### src/vimr_pkg.sv
// ---------------------------------------------------------------------------
// vimr_pkg: shared definitions for the virtio-mmio input register unit
// Payload structs, register offsets, command codes, controller state type and
// the functions that produce the rebuilt config space contents.
// ---------------------------------------------------------------------------
package vimr_pkg;

  // Default size of the device config space in bytes.
  localparam int CONFIG_BYTES_DEF = 256;

  // Queue size reported at the queue size register.
  localparam logic [31:0] QUEUE_DEPTH = 32'd128;

  // Identity words.
  localparam logic [31:0] MAGIC_VALUE  = 32'h7472_6976;
  localparam logic [31:0] VERSION_VAL  = 32'd2;
  localparam logic [31:0] DEVICE_ID    = 32'd18;
  localparam logic [31:0] VENDOR_VALUE = 32'h554D_4551;

  // Request command codes.
  localparam logic [1:0] CMD_READ  = 2'd0;
  localparam logic [1:0] CMD_WRITE = 2'd1;
  localparam logic [1:0] CMD_IRQ   = 2'd2;

  // Register offsets in the window.
  localparam logic [8:0] OFF_MAGIC       = 9'h000;
  localparam logic [8:0] OFF_VERSION     = 9'h004;
  localparam logic [8:0] OFF_DEVICE_ID   = 9'h008;
  localparam logic [8:0] OFF_VENDOR      = 9'h00C;
  localparam logic [8:0] OFF_FEATURES    = 9'h010;
  localparam logic [8:0] OFF_FEAT_SEL    = 9'h014;
  localparam logic [8:0] OFF_QUEUE_SEL   = 9'h030;
  localparam logic [8:0] OFF_QUEUE_MAX   = 9'h034;
  localparam logic [8:0] OFF_QUEUE_READY = 9'h044;
  localparam logic [8:0] OFF_NOTIFY      = 9'h050;
  localparam logic [8:0] OFF_IRQ_STATUS  = 9'h060;
  localparam logic [8:0] OFF_IRQ_ACK     = 9'h064;
  localparam logic [8:0] OFF_STATUS      = 9'h070;

  // Configuration register indexes.
  localparam logic [1:0] CFG_DEVICE_KIND = 2'd0;
  localparam logic [1:0] CFG_AXIS_WIDTH  = 2'd1;
  localparam logic [1:0] CFG_AXIS_HEIGHT = 2'd2;

  // Config space select codes.
  localparam logic [7:0] SEL_NAME     = 8'h01;
  localparam logic [7:0] SEL_EV_BITS  = 8'h11;
  localparam logic [7:0] SEL_ABS_INFO = 8'h12;

  // Rebuilt region: bytes 8..135, then the size byte at 2.
  localparam int RB_BASE  = 8;
  localparam int RB_BYTES = 128;
  localparam int SIZE_POS = 2;

  // Device names.
  localparam int KBD_LEN = 15;
  localparam int TAB_LEN = 13;
  localparam logic [8*KBD_LEN-1:0] KBD_NAME = "virtio-keyboard";
  localparam logic [8*TAB_LEN-1:0] TAB_NAME = "virtio-tablet";

  typedef struct packed {
    logic [1:0]  cmd;
    logic [8:0]  offset;
    logic [31:0] write_data;
    logic [2:0]  access_bytes;
  } vimr_req_t;

  typedef struct packed {
    logic [31:0] read_data;
    logic        notify_valid;
    logic        notify_queue;
    logic        device_reset;
    logic        irq_pending;
  } vimr_rsp_t;

  typedef enum logic [2:0] {
    ST_CLEAR,
    ST_IDLE,
    ST_EXEC,
    ST_WR_BYTE,
    ST_RD_ADDR,
    ST_RD_DATA,
    ST_REBUILD,
    ST_DONE
  } vimr_state_t;

  // Commands from the controller to the datapath.
  typedef struct packed {
    logic idle;
    logic load;
    logic reg_op;
    logic clear_en;
    logic wr_byte;
    logic rd_issue;
    logic rd_capture;
    logic rb_en;
    logic cnt_clr;
    logic cnt_inc;
    logic out_load;
  } vimr_cmd_t;

  // Status from the datapath to the controller.
  typedef struct packed {
    logic is_reg_op;
    logic is_cfg_read;
    logic n_zero;
    logic byte_last;
    logic need_rebuild;
    logic clear_last;
    logic rebuild_last;
    logic out_free;
  } vimr_stat_t;

  // Byte 8+k of the rebuilt config space.
  function automatic logic [7:0] rebuild_byte(input logic [7:0] sel, input logic [7:0] sub,
                                              input logic tablet, input logic [31:0] aw,
                                              input logic [31:0] ah, input logic [6:0] k);
    logic [7:0]  b;
    logic [31:0] v;
    b = '0;
    v = (sub == 8'd0) ? aw : ah;
    unique case (sel)
      SEL_NAME: begin
        if (tablet) begin
          if (k < 7'(TAB_LEN)) b = TAB_NAME[8*(TAB_LEN-1-int'(k)) +: 8];
        end else begin
          if (k < 7'(KBD_LEN)) b = KBD_NAME[8*(KBD_LEN-1-int'(k)) +: 8];
        end
      end
      SEL_EV_BITS: begin
        if (sub == 8'd0) begin
          if (k == 7'd0) b = 8'h01;
        end else if (sub == 8'd1) begin
          // Keyboard reports every key; tablet reports three buttons.
          if (!tablet) b = 8'hFF;
          else if (k == 7'd34) b = 8'h07;
        end else if (sub == 8'd3 && tablet) begin
          if (k == 7'd0) b = 8'h03;
        end
      end
      SEL_ABS_INFO: begin
        // Only the maximum field (bytes 12..15) is nonzero.
        if (tablet && (sub == 8'd0 || sub == 8'd1) && k >= 7'd4 && k <= 7'd7)
          b = v[{k[1:0], 3'b000} +: 8];
      end
      default: b = '0;
    endcase
    return b;
  endfunction

  // Size byte of the rebuilt config space.
  function automatic logic [7:0] rebuild_size(input logic [7:0] sel, input logic [7:0] sub,
                                              input logic tablet);
    logic [7:0] s;
    s = '0;
    unique case (sel)
      SEL_NAME: s = tablet ? 8'(TAB_LEN) : 8'(KBD_LEN);
      SEL_EV_BITS: begin
        if (sub == 8'd0) s = 8'd1;
        else if (sub == 8'd1) s = tablet ? 8'd35 : 8'd128;
        else if (sub == 8'd3 && tablet) s = 8'd1;
      end
      SEL_ABS_INFO: begin
        if (tablet && (sub == 8'd0 || sub == 8'd1)) s = 8'd20;
      end
      default: s = '0;
    endcase
    return s;
  endfunction

endpackage

### src/vimr_ctrl.sv
// ---------------------------------------------------------------------------
// vimr_ctrl: sequencer of the virtio-mmio input register unit
// Steps one request at a time through register decode, byte-wide config
// reads and writes, the config rebuild sweep and the result handoff.
// ---------------------------------------------------------------------------
module vimr_ctrl (
  input  logic                 clk,
  input  logic                 rst,
  input  logic                 req_valid,
  input  vimr_pkg::vimr_stat_t stat,
  output vimr_pkg::vimr_cmd_t  cmd
);
  import vimr_pkg::*;

  vimr_state_t state, state_next;

  // State register; reset starts the clearing sweep of the config space.
  always_ff @(posedge clk) begin
    if (rst) state <= ST_CLEAR;
    else     state <= state_next;
  end

  // Next state and datapath commands.
  always_comb begin
    state_next = state;
    cmd        = '0;
    unique case (state)
      ST_CLEAR: begin
        cmd.clear_en = 1'b1;
        cmd.cnt_inc  = 1'b1;
        if (stat.clear_last) state_next = ST_IDLE;
      end
      ST_IDLE: begin
        cmd.idle = 1'b1;
        if (req_valid) begin
          cmd.load    = 1'b1;
          cmd.cnt_clr = 1'b1;
          state_next  = ST_EXEC;
        end
      end
      ST_EXEC: begin
        if (stat.is_reg_op) begin
          cmd.reg_op = 1'b1;
          state_next = ST_DONE;
        end else if (stat.is_cfg_read) begin
          state_next = stat.n_zero ? ST_DONE : ST_RD_ADDR;
        end else if (!stat.n_zero) begin
          state_next = ST_WR_BYTE;
        end else begin
          state_next = stat.need_rebuild ? ST_REBUILD : ST_DONE;
        end
      end
      ST_WR_BYTE: begin
        cmd.wr_byte = 1'b1;
        cmd.cnt_inc = 1'b1;
        if (stat.byte_last) begin
          if (stat.need_rebuild) begin
            cmd.cnt_inc = 1'b0;
            cmd.cnt_clr = 1'b1;
            state_next  = ST_REBUILD;
          end else begin
            state_next = ST_DONE;
          end
        end
      end
      ST_RD_ADDR: begin
        cmd.rd_issue = 1'b1;
        state_next   = ST_RD_DATA;
      end
      ST_RD_DATA: begin
        cmd.rd_capture = 1'b1;
        cmd.cnt_inc    = 1'b1;
        state_next     = stat.byte_last ? ST_DONE : ST_RD_ADDR;
      end
      ST_REBUILD: begin
        cmd.rb_en   = 1'b1;
        cmd.cnt_inc = 1'b1;
        if (stat.rebuild_last) state_next = ST_DONE;
      end
      ST_DONE: begin
        if (stat.out_free) begin
          cmd.out_load = 1'b1;
          state_next   = ST_IDLE;
        end
      end
      default: state_next = ST_IDLE;
    endcase
  end

  // A rebuild is only entered from a config write.
  a_rebuild_from_write: assert property (@(posedge clk) disable iff (rst)
    (state_next == ST_REBUILD && state != ST_REBUILD) |->
      (stat.need_rebuild && (state == ST_EXEC || state == ST_WR_BYTE)))
    else $error("rebuild started without a select write");

  // A request is loaded only when the previous result has been handed off.
  a_load_from_idle: assert property (@(posedge clk) disable iff (rst)
    cmd.load |=> state == ST_EXEC && !cmd.load)
    else $error("request load outside idle");

  // The clearing sweep runs only right after reset.
  a_clear_after_reset: assert property (@(posedge clk) disable iff (rst)
    (state == ST_CLEAR && !$past(rst)) |-> $past(state) == ST_CLEAR)
    else $error("clearing sweep entered outside reset");

endmodule

### src/vimr_dp.sv
// ---------------------------------------------------------------------------
// vimr_dp: datapath of the virtio-mmio input register unit
// Holds the request, the device registers, the config space memory with its
// sweep counter, and the result register facing the output channel.
// ---------------------------------------------------------------------------
module vimr_dp #(
  parameter int CONFIG_BYTES = vimr_pkg::CONFIG_BYTES_DEF
) (
  input  logic                 clk,
  input  logic                 rst,
  input  logic                 cfg_we,
  input  logic [1:0]           cfg_index,
  input  logic [31:0]          cfg_data,
  input  vimr_pkg::vimr_req_t  req,
  input  vimr_pkg::vimr_cmd_t  cmd,
  output vimr_pkg::vimr_stat_t stat,
  output logic                 rsp_valid,
  input  logic                 rsp_stall,
  output vimr_pkg::vimr_rsp_t  rsp
);
  import vimr_pkg::*;

  localparam int AW = $clog2(CONFIG_BYTES);
  localparam int CW = $clog2(CONFIG_BYTES + 1);

  // Configuration registers.
  logic        device_kind;
  logic [31:0] axis_width;
  logic [31:0] axis_height;

  // Device registers.
  logic [31:0] feature_select;
  logic        queue_index;
  logic [1:0]  queue_ready;
  logic [31:0] irq_status;
  logic [31:0] device_status;

  // Mirrors of config bytes 0 (select) and 1 (subselect).
  logic [7:0] sel_byte;
  logic [7:0] sub_byte;

  // Request and result state.
  vimr_req_t   req_r;
  logic [31:0] rd_acc;
  logic        nv;
  logic        nq;
  logic        drst;
  logic [CW-1:0] cnt;

  // Config space memory.
  logic [7:0]    cfg_mem [CONFIG_BYTES];
  logic [7:0]    mem_q;
  logic          mem_we;
  logic [AW-1:0] mem_waddr;
  logic [7:0]    mem_wdata;
  logic [AW-1:0] mem_raddr;

  // Decode of the held request.
  logic          in_cfg;
  logic [AW-1:0] c_off;
  logic [8:0]    remain;
  logic [2:0]    len4;
  logic [2:0]    n_bytes;
  logic          is_read;
  logic          is_write;
  logic [31:0]   reg_rd;

  assign is_read  = req_r.cmd == CMD_READ;
  assign is_write = req_r.cmd == CMD_WRITE;
  assign in_cfg   = req_r.offset[8] && ({1'b0, req_r.offset[7:0]} < 9'(CONFIG_BYTES));
  assign c_off    = req_r.offset[AW-1:0];
  assign remain   = 9'(CONFIG_BYTES) - {1'b0, req_r.offset[7:0]};
  assign len4     = (req_r.access_bytes > 3'd4) ? 3'd4 : req_r.access_bytes;
  assign n_bytes  = !in_cfg ? 3'd0 : (remain < {6'b0, len4}) ? remain[2:0] : len4;

  // Status toward the controller.
  always_comb begin
    stat.is_reg_op    = !(in_cfg && (is_read || is_write));
    stat.is_cfg_read  = in_cfg && is_read;
    stat.n_zero       = n_bytes == 3'd0;
    stat.byte_last    = (cnt[2:0] + 3'd1) == n_bytes;
    stat.need_rebuild = in_cfg && is_write && (c_off <= AW'(1));
    stat.clear_last   = cnt == CW'(CONFIG_BYTES - 1);
    stat.rebuild_last = cnt == CW'(RB_BYTES);
    stat.out_free     = !rsp_valid || !rsp_stall;
  end

  // Sweep and byte counter.
  always_ff @(posedge clk) begin
    if (rst)              cnt <= '0;
    else if (cmd.cnt_clr) cnt <= '0;
    else if (cmd.cnt_inc) cnt <= cnt + CW'(1);
  end

  // Request holding register.
  always_ff @(posedge clk) begin
    if (cmd.load) req_r <= req;
  end

  // Configuration port.
  always_ff @(posedge clk) begin
    if (rst) begin
      device_kind <= 1'b0;
      axis_width  <= '0;
      axis_height <= '0;
    end else if (cfg_we) begin
      unique case (cfg_index)
        CFG_DEVICE_KIND: device_kind <= cfg_data[0];
        CFG_AXIS_WIDTH:  axis_width  <= cfg_data;
        CFG_AXIS_HEIGHT: axis_height <= cfg_data;
        default: ;
      endcase
    end
  end

  // Device register updates for register writes and completions.
  always_ff @(posedge clk) begin
    if (rst) begin
      feature_select <= '0;
      queue_index    <= 1'b0;
      queue_ready    <= '0;
      irq_status     <= '0;
      device_status  <= '0;
    end else if (cmd.reg_op) begin
      if (is_write && !in_cfg) begin
        unique case (req_r.offset)
          OFF_FEAT_SEL:    feature_select <= req_r.write_data;
          OFF_QUEUE_SEL:   queue_index    <= req_r.write_data != '0;
          OFF_QUEUE_READY: queue_ready[queue_index] <= req_r.write_data != '0;
          OFF_IRQ_ACK:     irq_status     <= irq_status & ~req_r.write_data;
          OFF_STATUS: begin
            device_status <= req_r.write_data;
            if (req_r.write_data == '0) begin
              queue_ready <= '0;
              irq_status  <= '0;
            end
          end
          default: ;
        endcase
      end else if (req_r.cmd == CMD_IRQ) begin
        irq_status[0] <= 1'b1;
      end
    end
  end

  // Register read multiplexer.
  always_comb begin
    reg_rd = '0;
    unique case (req_r.offset)
      OFF_MAGIC:       reg_rd = MAGIC_VALUE;
      OFF_VERSION:     reg_rd = VERSION_VAL;
      OFF_DEVICE_ID:   reg_rd = DEVICE_ID;
      OFF_VENDOR:      reg_rd = VENDOR_VALUE;
      OFF_FEATURES:    reg_rd = {31'd0, feature_select == 32'd1};
      OFF_QUEUE_MAX:   reg_rd = QUEUE_DEPTH;
      OFF_QUEUE_READY: reg_rd = {31'd0, queue_ready[queue_index]};
      OFF_IRQ_STATUS:  reg_rd = irq_status;
      OFF_STATUS:      reg_rd = device_status;
      default:         reg_rd = '0;
    endcase
  end

  // Result fields, built up while the request is worked on.
  always_ff @(posedge clk) begin
    if (cmd.load) begin
      rd_acc <= '0;
      nv     <= 1'b0;
      nq     <= 1'b0;
      drst   <= 1'b0;
    end else if (cmd.reg_op) begin
      if (is_read && !in_cfg) rd_acc <= reg_rd;
      if (is_write && !in_cfg && req_r.offset == OFF_NOTIFY && req_r.write_data <= 32'd1) begin
        nv <= 1'b1;
        nq <= req_r.write_data[0];
      end
      if (is_write && !in_cfg && req_r.offset == OFF_STATUS && req_r.write_data == '0)
        drst <= 1'b1;
    end else if (cmd.rd_capture) begin
      rd_acc[{cnt[1:0], 3'b000} +: 8] <= mem_q;
    end
  end

  // Select and subselect mirrors follow writes to bytes 0 and 1.
  always_ff @(posedge clk) begin
    if (rst) begin
      sel_byte <= '0;
      sub_byte <= '0;
    end else if (cmd.wr_byte) begin
      if (mem_waddr == AW'(0)) sel_byte <= mem_wdata;
      if (mem_waddr == AW'(1)) sub_byte <= mem_wdata;
    end
  end

  // Memory write port: clearing sweep, bus byte writes, rebuild sweep.
  always_comb begin
    mem_we    = cmd.clear_en || cmd.wr_byte || cmd.rb_en;
    mem_waddr = cnt[AW-1:0];
    mem_wdata = '0;
    if (cmd.wr_byte) begin
      mem_waddr = c_off + AW'(cnt[1:0]);
      mem_wdata = req_r.write_data[{cnt[1:0], 3'b000} +: 8];
    end else if (cmd.rb_en) begin
      if (cnt == CW'(RB_BYTES)) begin
        mem_waddr = AW'(SIZE_POS);
        mem_wdata = rebuild_size(sel_byte, sub_byte, device_kind);
      end else begin
        mem_waddr = AW'(RB_BASE) + AW'(cnt[6:0]);
        mem_wdata = rebuild_byte(sel_byte, sub_byte, device_kind, axis_width, axis_height,
                                 cnt[6:0]);
      end
    end
  end

  assign mem_raddr = c_off + AW'(cnt[1:0]);

  always_ff @(posedge clk) begin
    if (mem_we) cfg_mem[mem_waddr] <= mem_wdata;
  end

  always_ff @(posedge clk) begin
    if (cmd.rd_issue) mem_q <= cfg_mem[mem_raddr];
  end

  // Output register; a finished result waits here until transferred.
  always_ff @(posedge clk) begin
    if (rst) begin
      rsp_valid <= 1'b0;
    end else if (cmd.out_load) begin
      rsp_valid <= 1'b1;
    end else if (!rsp_stall) begin
      rsp_valid <= 1'b0;
    end
  end

  always_ff @(posedge clk) begin
    if (cmd.out_load) begin
      rsp.read_data    <= rd_acc;
      rsp.notify_valid <= nv;
      rsp.notify_queue <= nq;
      rsp.device_reset <= drst;
      rsp.irq_pending  <= irq_status != '0;
    end
  end

  // A status write of zero leaves no ready queue and no pending interrupt.
  a_status_reset_clears: assert property (@(posedge clk) disable iff (rst)
    (cmd.reg_op && is_write && !in_cfg && req_r.offset == OFF_STATUS &&
     req_r.write_data == '0) |=> (queue_ready == '0 && irq_status == '0))
    else $error("device reset left state behind");

  // Byte accesses never run past the end of the config space.
  a_byte_in_range: assert property (@(posedge clk) disable iff (rst)
    (cmd.wr_byte || cmd.rd_issue) |-> ({1'b0, cnt[2:0]} < {1'b0, n_bytes}))
    else $error("config byte access beyond length");

  // The result register is loaded only when it is free.
  a_load_when_free: assert property (@(posedge clk) disable iff (rst)
    cmd.out_load |-> (!rsp_valid || !rsp_stall))
    else $error("result overwritten before transfer");

endmodule

### src/virtio_input_mmio_registers_unit.sv
// ---------------------------------------------------------------------------
// virtio_input_mmio_registers_unit: virtio-mmio input device register block
// Request channel (req_valid, req_stall, req) carries one bus access: read,
// write or queue completion. Response channel (rsp_valid, rsp_stall, rsp)
// returns exactly one result per request. A transfer happens on a clock edge
// with valid high and stall low. Configuration registers are to be written
// by the user through cfg_we, cfg_index and cfg_data only while no request
// is in flight; the block itself does not enforce this. Config reads and
// writes move one byte at a time through the single config memory port; a
// config write that covers the select or subselect byte is followed by the
// rebuild sweep. The next request can transfer at the edge at which the
// previous result first can transfer. One request is worked on at a time;
// the next is taken while the previous result waits in the output register.
// A stalled result holds and blocks only the handoff of the next.
// After reset the block clears the whole config space with req_stall high.
// ---------------------------------------------------------------------------
module virtio_input_mmio_registers_unit #(
  parameter int CONFIG_BYTES = vimr_pkg::CONFIG_BYTES_DEF
) (
  input  logic                clk,
  input  logic                rst,
  input  logic                cfg_we,
  input  logic [1:0]          cfg_index,
  input  logic [31:0]         cfg_data,
  input  logic                req_valid,
  output logic                req_stall,
  input  vimr_pkg::vimr_req_t req,
  output logic                rsp_valid,
  input  logic                rsp_stall,
  output vimr_pkg::vimr_rsp_t rsp
);
  import vimr_pkg::*;

  vimr_cmd_t  cmd;
  vimr_stat_t stat;

  assign req_stall = !cmd.idle;

  vimr_ctrl u_ctrl (
    .clk       (clk),
    .rst       (rst),
    .req_valid (req_valid),
    .stat      (stat),
    .cmd       (cmd)
  );

  vimr_dp #(
    .CONFIG_BYTES (CONFIG_BYTES)
  ) u_dp (
    .clk       (clk),
    .rst       (rst),
    .cfg_we    (cfg_we),
    .cfg_index (cfg_index),
    .cfg_data  (cfg_data),
    .req       (req),
    .cmd       (cmd),
    .stat      (stat),
    .rsp_valid (rsp_valid),
    .rsp_stall (rsp_stall),
    .rsp       (rsp)
  );

  // The block is busy during the clearing sweep after reset.
  a_busy_after_reset: assert property (@(posedge clk) disable iff (rst)
    $past(rst) |-> req_stall)
    else $error("request taken during the clearing sweep");

  // One request at a time: a transfer is followed by a busy cycle.
  a_one_in_flight: assert property (@(posedge clk) disable iff (rst)
    (req_valid && !req_stall) |=> req_stall)
    else $error("second request taken while busy");

  // A notified queue index only comes with a notify.
  a_notify_queue: assert property (@(posedge clk) disable iff (rst)
    rsp_valid |-> (!rsp.notify_queue || rsp.notify_valid))
    else $error("notify queue without notify");

endmodule
### config.mk
export PLATFORM = sky130hd
export DESIGN_NAME = virtio_input_mmio_registers_unit
export DESIGN_NICKNAME = d
export VERILOG_FILES = /design/src/vimr_pkg.sv /design/src/vimr_ctrl.sv /design/src/vimr_dp.sv /design/src/virtio_input_mmio_registers_unit.sv
export SDC_FILE = /design/constraint.sdc
export NUM_CORES = 2
export LEC_CHECK = 0
export BUFFER_PORTS_ARGS = -buffer_cell sky130_fd_sc_hd__buf_4
export CAP_MARGIN = 20
export CORE_UTILIZATION = 63
export DETAILED_ROUTE_END_ITERATION = 8
export HOLD_SLACK_MARGIN = 0.15
export PLACE_DENSITY = 0.8
export SLEW_MARGIN = 40
export SYNTH_ARGS = -nofsm -noshare
export SYNTH_HDL_FRONTEND = slang
export SYNTH_HIERARCHICAL = 1
export SYNTH_SLANG_ARGS = --single-unit
### constraint.sdc
create_clock -name clk -period 12.45 [get_ports clk]
set_clock_uncertainty 0.1 [all_clocks]
set_input_delay 1.245 -clock clk [delete_from_list [all_inputs] [get_ports clk]]
set_output_delay 1.245 -clock clk [all_outputs]
set_load 0.05 [all_outputs]
==> summary.txt <==
Logic synthesis
  • Synth cell types: 94
  • Post-synthesis async set-or-reset flop share: 0%
  • Register area share after synthesis: 72.51%
  • Net Count, Synth: 5588
  • Cells after synthesis: 5486
  • Synth top area cells: edfxtp_1, mux4_2, dfxtp_1, nor2_1, nand2_1
  • Main synth FF type: edfxtp_1
  • EDFF count, synth: about 2100
  • Synth Register Bits: 2366
  • Leading area contributor after synthesis: edfxtp_1
  • Synth Cell Area: between 90000 and 100000 sq um
  • Mean post-synth cell area: 17.29 sq um
  • Syn. warnings: 6
  • Share of the synthesized area in the top cell type: 67.69%

Floorplanning
  • Die Y: 390.0 um
  • Chip Width: 390.0 um
  • I/O pin total: 123
  • Core box area: 149600 sq um
  • Row Count: 142
  • Starting Density: roughly 63%
  • Die area: 152100 sq um

Clock network
  • Worst skew pair latency: 0.88 ns
  • Post-CTS setup buffer count: 0
  • CTS Buffer Depth: 3
  • CTS tree: done
  • Clock-pin slew on the worst setup and hold paths: 0.06 ns
  • Inserted Clock Buffers: 219
  • Total clock sinks: 2366
  • H-Tree Level Count: 4
  • Hold-fix buffers at CTS: 0
  • Clk root buf: clkbuf_16
  • Post-cts resize count: 0

Timing
  • RSZ-0062 raised after global routing: no
  • Final worst setup slack: between 6 and 7 ns
  • # setup viols final: 0
  • Final Critical Period: 5.955 ns
  • Total negative setup slack: 0 ns
  • Final hold vios: 0
  • Max transition margin: a little over a third
  • Fmax: roughly 170 MHz
  • Worst hold margin: about 0.33 ns
  • Slew @ Worst Pin: approximately 0.96 ns
  • Final Max Tran Viols: 0
  • Period utilisation layout: 47.83%

Power
  • Leakage power total: 30.40 nW
  • Power Dens Cells: 196.6 nW/um^2
  • Share of power burned in registers: 42.8%
  • P_sw: 6.084 mW
  • Logic pwr share: roughly a quarter
  • Max VDD drop: 0.2748 mV
  • Clock network power share: 32.8%
  • Power Internal: 14.64 mW
  • Switching Share: approximately 29%

Finish
  • FILL cells: 8701
  • Synth-to-Final Area Change: 11.12%
  • Nets: 5652
  • Final core occ: just over 70%
  • Layout cell share with drive strength beyond 1: 21.33%

Run
  • Max-cap violations: 0

Setup path
  • Crit Path Class: reg -> reg
  • CP bufs+invs: 5
  • Crit-path cells: inv_1, ha_1, nor3b_2, nand3_1, clkinv_1, nand2_1, o22a_1, nor2_1, a21oi_1, o21bai_4, buf_4, buf_6, buf_6
  • Worst reg2reg path startpoint: u_dp/cnt[1]$_SDFFE_PP0P_
  • CP Depth: 13
  • R2r worst-path depth: 13
  • Most used cell, CP: buf_6
  • Req. time, crit path: 12.86 ns
  • Crit path from: u_dp/cnt[1]$_SDFFE_PP0P_
  • R2R Path End: u_dp/cfg_mem[175][1]$_DFFE_PP_
  • Worst path slowest cell: buf_6
  • Flop-to-flop setup slack: about 6.5 ns
  • Worst path arrival time: 6.36 ns
  • Crit Path Max Fanout: 108
  • CP peak stage delay: 0.73 ns
  • Worst setup path end: u_dp/cfg_mem[175][1]$_DFFE_PP_
  • CP Capture Type: register
  • Delay-heaviest family, CP: buffers and inverters
  • Setup crit start kind: register

Place
  • # port buffers: 122
  • DP Worst Slack: roughly 6.7 ns
  • Final HPWL DP: 138.7 mm
  • RePlAce Congestion: 0.9407

Global routing
  • Pin count of the biggest net entering global routing: slightly below 200
  • Global-route wire length before repair: around 360 mm
  • Number of global-route vias before repair: 53740
  • Overall global routing resource usage: 32.78%
  • Total gr overflow: 0
  • Initial antenna violation count: 8

Route
  • Via Count: 55630
  • Number of DRC markers in iteration 0: 9026
  • Drt first pass iters: 8
  • # DRC: 0
  • Vias per cell: 7.176
  • Final ANT Viol Nets: 0
  • Wire length per cell: 33.26 um
  • Final wirelength: 257.9 mm

Min path
  • Worst hold path type: reg -> reg

Outcome
  • Outcome: completed
-- logic make-up (layout without fill, tap and decap cells) --
family / Yosys count / in the layout / share of synthesized area, %
simple gates: 1419 / 1419 / 7.088
xor+xnor: 30 / 30 / 0.2850
compound gates: 646 / 646 / 4.555
buf+inv: 408 / 655 / 1.844
flops: 2366 / 2366 / 72.51
other cells: 0 / 3 / 0
mux: 600 / 600 / 13.49
fa+ha+maj: 17 / 17 / 0.2322
-- layer usage --
metal	part of all wire (%)	track usage, %	vias to the layer above
met1	34	44.86	28100
met5	0.020	0	-
met4	5.5	15.54	8
met3	12	7.155	829
li1	-	-	22090
met2	48	50.90	4610
-- placed cells by master, fill, tap and decap left out, types with 133 or more instances in the layout --
cell type / n
edfxtp_1: 2138
mux4_2: 540
nand2_1: 404
nor2_1: 381
dfxtp_1: 228
clkbuf_16: 222
buf_4: 188
a21oi_1: 178
a211oi_1: 162
and3_1: 133
-- synth_stat cells (11+ instances only) --
| cell type | n |
|---|---|
| a211oi_1 | 162 |
| a21oi_1 | 180 |
| a221o_1 | 24 |
| a22oi_1 | 34 |
| a31oi_1 | 11 |
| and2_1 | 15 |
| and3_1 | 134 |
| buf_1 | 24 |
| buf_2 | 116 |
| buf_4 | 15 |
| clkbuf_1 | 227 |
| dfxtp_1 | 228 |
| edfxtp_1 | 2138 |
| ha_1 | 16 |
| inv_1 | 20 |
| mux2_2 | 19 |
| mux2i_1 | 40 |
| mux4_2 | 540 |
| nand2_1 | 410 |
| nand2b_1 | 15 |
| nand3_1 | 131 |
| nand4_1 | 90 |
| nor2_1 | 432 |
| nor2b_1 | 17 |
| nor3_1 | 23 |
| nor3b_1 | 34 |
| nor4_1 | 46 |
| o211ai_1 | 14 |
| o21ai_0 | 105 |
| o22ai_1 | 16 |
| o41ai_1 | 15 |
| or3_1 | 22 |
| xnor2_1 | 21 |
-- metrics by stage --
stage / std cells / total power [mW] / cell area (sq um)
6_report: 7752 / 20.72 / 105400
3_3_place_gp: 7330 / 13.75 / 97620
2_1_floorplan: 5486 / 12.53 / 94840
3_5_place_dp: 7339 / 13.87 / 97960
4_1_cts: 7743 / 20.56 / 105100
5_1_grt: 7749 / 21.20 / 105400
-- power groups by stage --
stage / sequential, mW / combinational, mW / clock, mW
after floorplan: 9.00 / 3.53 / 0
after global placement: 9.03 / 4.72 / 0
after global routing: 8.88 / 5.23 / 7.09
after CTS: 8.87 / 4.93 / 6.77
after detailed placement: 9.04 / 4.83 / 0
final: 8.88 / 5.05 / 6.79
-- sequential cells by signal, indices dropped and copies added, names as in the netlist, 2 cells and up --
name,flops
u_dp/rsp,36
u_dp/cfg_mem,2048
u_dp/irq_status,32
u_dp/sel_byte,8
u_dp/cnt,9
u_ctrl/state,3
u_dp/device_status,32
u_dp/axis_width,32
u_dp/rd_acc,32
u_dp/mem_q,8
u_dp/sub_byte,8
u_dp/req_r,37
u_dp/feature_select,32
u_dp/c_off,8
u_dp/axis_height,32
u_dp/queue_ready,2
-- how the worst min path moves through the flow --
stage	from	to	slack (ns)	depth (start not counted)
final	u_dp/nv$_SDFFE_PP0P_	u_dp/rsp[3]$_DFFE_PP_	0.33	0
after global routing	u_dp/rd_acc[11]$_SDFFE_PP0P_	u_dp/rsp[15]$_DFFE_PP_	0.33	0
after CTS	u_dp/nv$_SDFFE_PP0P_	u_dp/rsp[3]$_DFFE_PP_	0.33	0
after detailed placement	u_dp/nv$_SDFFE_PP0P_	u_dp/rsp[3]$_DFFE_PP_	0.32	0
after global placement	u_dp/rd_acc[14]$_SDFFE_PP0P_	u_dp/rsp[18]$_DFFE_PP_	0.32	0
after floorplan	u_dp/nq$_SDFFE_PP0P_	u_dp/rsp[2]$_DFFE_PP_	0.31	0
-- area by class of cell --
| class | instances | area (sq um) | share of cell area [%] |
|---|---|---|---|
| Sequential cell | 2366 | 68770 | 65.25 |
| Multi-Input combinational cell | 2712 | 24710 | 23.45 |
| Clock buffer | 272 | 5763 | 5.468 |
| Tap cell | 2016 | 2522 | 2.393 |
| Timing Repair Buffer | 228 | 2152 | 2.042 |
| Clock inverter | 132 | 1381 | 1.311 |
| Inverter | 23 | 86.33 | 0.08192 |
| Antenna cell | 3 | 7.507 | 0.007123 |
No activity file was read; power rests on OpenSTA's default activity.
